--- config.mk ---
export PLATFORM = sky130hd
export DESIGN_NAME = edd_ram
export DESIGN_NICKNAME = d
export VERILOG_FILES = /design/src/rtl/core/error_diffusion_dither_top_macros.svh /design/src/rtl/core/edd_ram.sv
export SDC_FILE = /design/constraint.sdc
export NUM_CORES = 1
export LEC_CHECK = 0
export BUFFER_PORTS_ARGS = -buffer_cell sky130_fd_sc_hd__buf_2
export CAP_MARGIN = 20
export CORE_MARGIN = 2
export CORE_UTILIZATION = 60
export CTS_CLUSTER_DIAMETER = 100
export DETAILED_ROUTE_END_ITERATION = 8
export PLACE_DENSITY_LB_ADDON = 0.15
export SLEW_MARGIN = 10
export SYNTH_ARGS = -nofsm -noshare
export SYNTH_HDL_FRONTEND = slang
export SYNTH_SLANG_ARGS = --single-unit
--- constraint.sdc ---
create_clock -name clk_i -period 5.5 [get_ports clk_i]
set_input_delay 0.825 -clock clk_i [delete_from_list [all_inputs] [get_ports clk_i]]
set_output_delay 0.825 -clock clk_i [all_outputs]
set_load 0.01 [all_outputs]
--- src/rtl/core/error_diffusion_dither_top_macros.svh ---
// ----------------------------------------------------------------------------
// Assertion macros for the error diffusion dither
// Concurrent checks on clk_i. With SYNTHESIS defined they expand to nothing.
// ----------------------------------------------------------------------------
`ifndef ERROR_DIFFUSION_DITHER_TOP_MACROS_SVH
`define ERROR_DIFFUSION_DITHER_TOP_MACROS_SVH

`ifndef SYNTHESIS
// Check that is switched off while rst_ni is low.
`define EDD_ASSERT(lbl, prop) \
  lbl: assert property (@(posedge clk_i) disable iff (!rst_ni) (prop)) \
    else $error("edd: assertion failed");
// Check that also holds while reset is applied.
`define EDD_ASSERT_ARST(lbl, prop) \
  lbl: assert property (@(posedge clk_i) (prop)) \
    else $error("edd: assertion failed");
`else
`define EDD_ASSERT(lbl, prop)
`define EDD_ASSERT_ARST(lbl, prop)
`endif

`endif

--- src/rtl/core/edd_ram.sv ---
`timescale 1ns / 1ps
// ----------------------------------------------------------------------------
// Generic single-port-write RAM
// One write and one registered read per cycle; a read of the address being
// written returns the old contents.
// ----------------------------------------------------------------------------
module edd_ram #(
  parameter  int unsigned WIDTH = 8,
  parameter  int unsigned DEPTH = 16,
  localparam int unsigned ABITS = $clog2(DEPTH)
) (
  input  logic             clk_i,
  input  logic             we_i,
  input  logic [ABITS-1:0] waddr_i,
  input  logic [WIDTH-1:0] wdata_i,
  input  logic             re_i,
  input  logic [ABITS-1:0] raddr_i,
  output logic [WIDTH-1:0] rdata_o
);

  logic [WIDTH-1:0] mem_q [DEPTH];
  logic [WIDTH-1:0] rdata_q;

  always_ff @(posedge clk_i) begin
    if (we_i) begin
      mem_q[waddr_i] <= wdata_i;
    end
    if (re_i) begin
      rdata_q <= mem_q[raddr_i];
    end
  end

  assign rdata_o = rdata_q;

endmodule
==> out/qor.csv <==
metric;value;unit
PostCTS Resize Cnt;0;
total gr overflow;0;
Max Buffers Root-to-Sink;2;
hpwl dp;5970;µm
Syn Area/Cell;22.8;µm²
hold_ws;687;ps
post-route ant nets;0;
post-route minimum period;2250;ps
DRC violations left;0;
CTS sink cnt;136;
Synth area leader;edfxtp_1;
Placer Congestion;0.739;
first-pass GRT wire length;15800;µm
worst hold path class;input pin to flop;
Synth cell types;18;
CP startpoint kind;input pin;
number of synthesized flops with an enable pin;136;
crit path DAT;2500;ps
Overall Power;2.38;mW
Ys Warns;0;
Pre-antenna DRT Iters;7;
ranking of synthesized cells by area;edfxtp_1 78%, mux4_2 7.8%, mux4_1 7.0%;
syn_nets;248;
CP startpoint;raddr_i[0];
synthesis-stage register bit count;136;
FP Rows;34;
clock slew at reported path FFs;60;ps
DR iter-0 viols;271;
chip height;97.3;µm
final hold vios;0;
Final period util;0.410;
Die W;97.3;µm
DR vias/cell;6.44;
CTS tree;built;
core area;0.00859;mm²
crit-path max FO;17;
WP data required;5750;ps
outcome;complete, no violations;
Min-Delay Startpoint;wdata_i[1];
Post-CTS Setup Inserts;0;
RSZ-0062 raised after global routing;no;
vias after detailed routing;2498;
pwr dens;394;mW/mm²
Critical Path End Type;flop;
wire per inst;27.4;µm
Layout Nets;286;
critical setup path kind;input pin to flop;
Worst-Margin Slew;1070;ps
Final setup viols;0;
setup_tns;0;ps
FFs w/ async S/R, synth;0;
Mapped Cells;229;
WHS Path Cells;1;
sequential area share after synthesis;0.781;
Reg-to-Reg Start;mem_q[8][4]$_DFFE_PP_;
count leader, synth;edfxtp_1;
Fmax;444;MHz
share of cells above drive strength 1;0.286;
post-route cell area;0.00603;mm²
placed inst area;0.00543;mm²
IO Port Bufs;26;
Worst-Skew Late Latency;510;ps
initial antenna violation count;0;
H-tree lvl count;4;
CTS buffer count;17;
Total GRT Usage;0.241;
max-slew violation count;0;
die area;0.00948;mm²
initial cell density of the core;0.608;
Max Cap Violations;0;
CTS Hold Bufs;0;
Yosys top cell area share;0.781;
length in cells of the worst reg-to-reg path;3;
Peak VDD IR;0.259;mV
area grow syn2layout;15.4;%
Cell Area, Synth;0.00523;mm²
leakage;2.01;nW
Setup Skew;8.33;ps
vias in the first global route;2480;
ant diodes;0;
root buffer cell;clkbuf_8;
most frequent cells after synthesis;136 x edfxtp_1, 18 x mux4_2, 16 x a22oi_1;
# IOs;27;
ys flop type;edfxtp_1;
Final Routed Wirelength;10600;µm
largest net degree at the start of global routing;33;
Worst slew margin;0.281;
[final timing paths]
| check | end | slack (ps) |
|---|---|---|
| max | rdata_o[7]$_DFFE_PP_ | 3250 |
| max reg2reg | rdata_o[4]$_DFFE_PP_ | 3970 |
| min | mem_q[3][1]$_DFFE_PP_ | 690 |
| min reg2reg | rdata_o[1]$_DFFE_PP_ | 750 |
[cell usage in the layout, fill, tap and decap left out]
cell type / Yosys / final
nand3b_1: 2 / 2
clkinv_2: 0 / 5
nor3_2: 0 / 2
and2_1: 1 / 1
nand2_1: 9 / 9
clkinv_1: 0 / 1
or3b_2: 1 / 1
clkinvlp_4: 0 / 4
nor3_1: 4 / 2
clkbuf_1: 0 / 1
clkbuf_8: 0 / 1
mux4_2: 18 / 18
clkinv_4: 0 / 1
and2b_1: 1 / 1
mux4_1: 14 / 14
nor2b_1: 1 / 1
a22oi_1: 16 / 16
clkbuf_16: 0 / 16
buf_2: 3 / 26
buf_16: 0 / 1
buf_4: 1 / 2
edfxtp_1: 136 / 136
nand3_1: 1 / 1
bufinv_16: 0 / 3
nor2_1: 13 / 13
nand2b_1: 2 / 2
[power by group]
part	internal, mW	switching [mW]
Sequential	1.17	0.00673
Clock	0.684	0.410
Combinational	0.0426	0.0642
[routing by layer]
metal / routed length [µm] / global-route usage / vias to the layer above
met5: 0 / 0 / -
met4: 153 / 0.0897 / 0
met3: 998 / 0.0734 / 13
met2: 5030 / 0.336 / 164
met1: 4450 / 0.368 / 1262
li1: - / - / 1059
[sequential cells by signal (all words and copies together) (netlist names)]
register,flops
rdata_o,8
mem_q,128
[worst max-delay path, cell delays in order]
cell,delay [ps]
buf_2,470
buf_16,250
mux4_2,520
a22oi_1,320
nand2_1,100
[per-stage QoR]
step | util | cells | setup WS, ps
after global placement | 0.631 | 354 | 2520
after detailed placement | 0.632 | 355 | 2500
after floorplan | - | 229 | 3180
after global routing | 0.702 | 388 | 3170
after CTS | 0.699 | 387 | 3010
final | 0.702 | 388 | 3250
[cell families after synthesis]
logic type | after synthesis | share of synthesized area
muxes | 32 | 0.148
AOI/OAI and AO/OA | 16 | 0.0230
and+or+nand+nor | 35 | 0.0314
buffers and inverters | 10 | 0.0165
DFF | 136 | 0.781
[area by class of cell]
class / instances / area [µm²]
Sequential cell: 136 / 4080
Fill cell: 511 / 2560
Multi-Input combinational cell: 83 / 1070
Clock buffer: 18 / 418
Timing Repair Buffer: 29 / 173
Clock inverter: 14 / 158
Tap cell: 108 / 135
No activity file was read; power rests on OpenSTA's default activity.
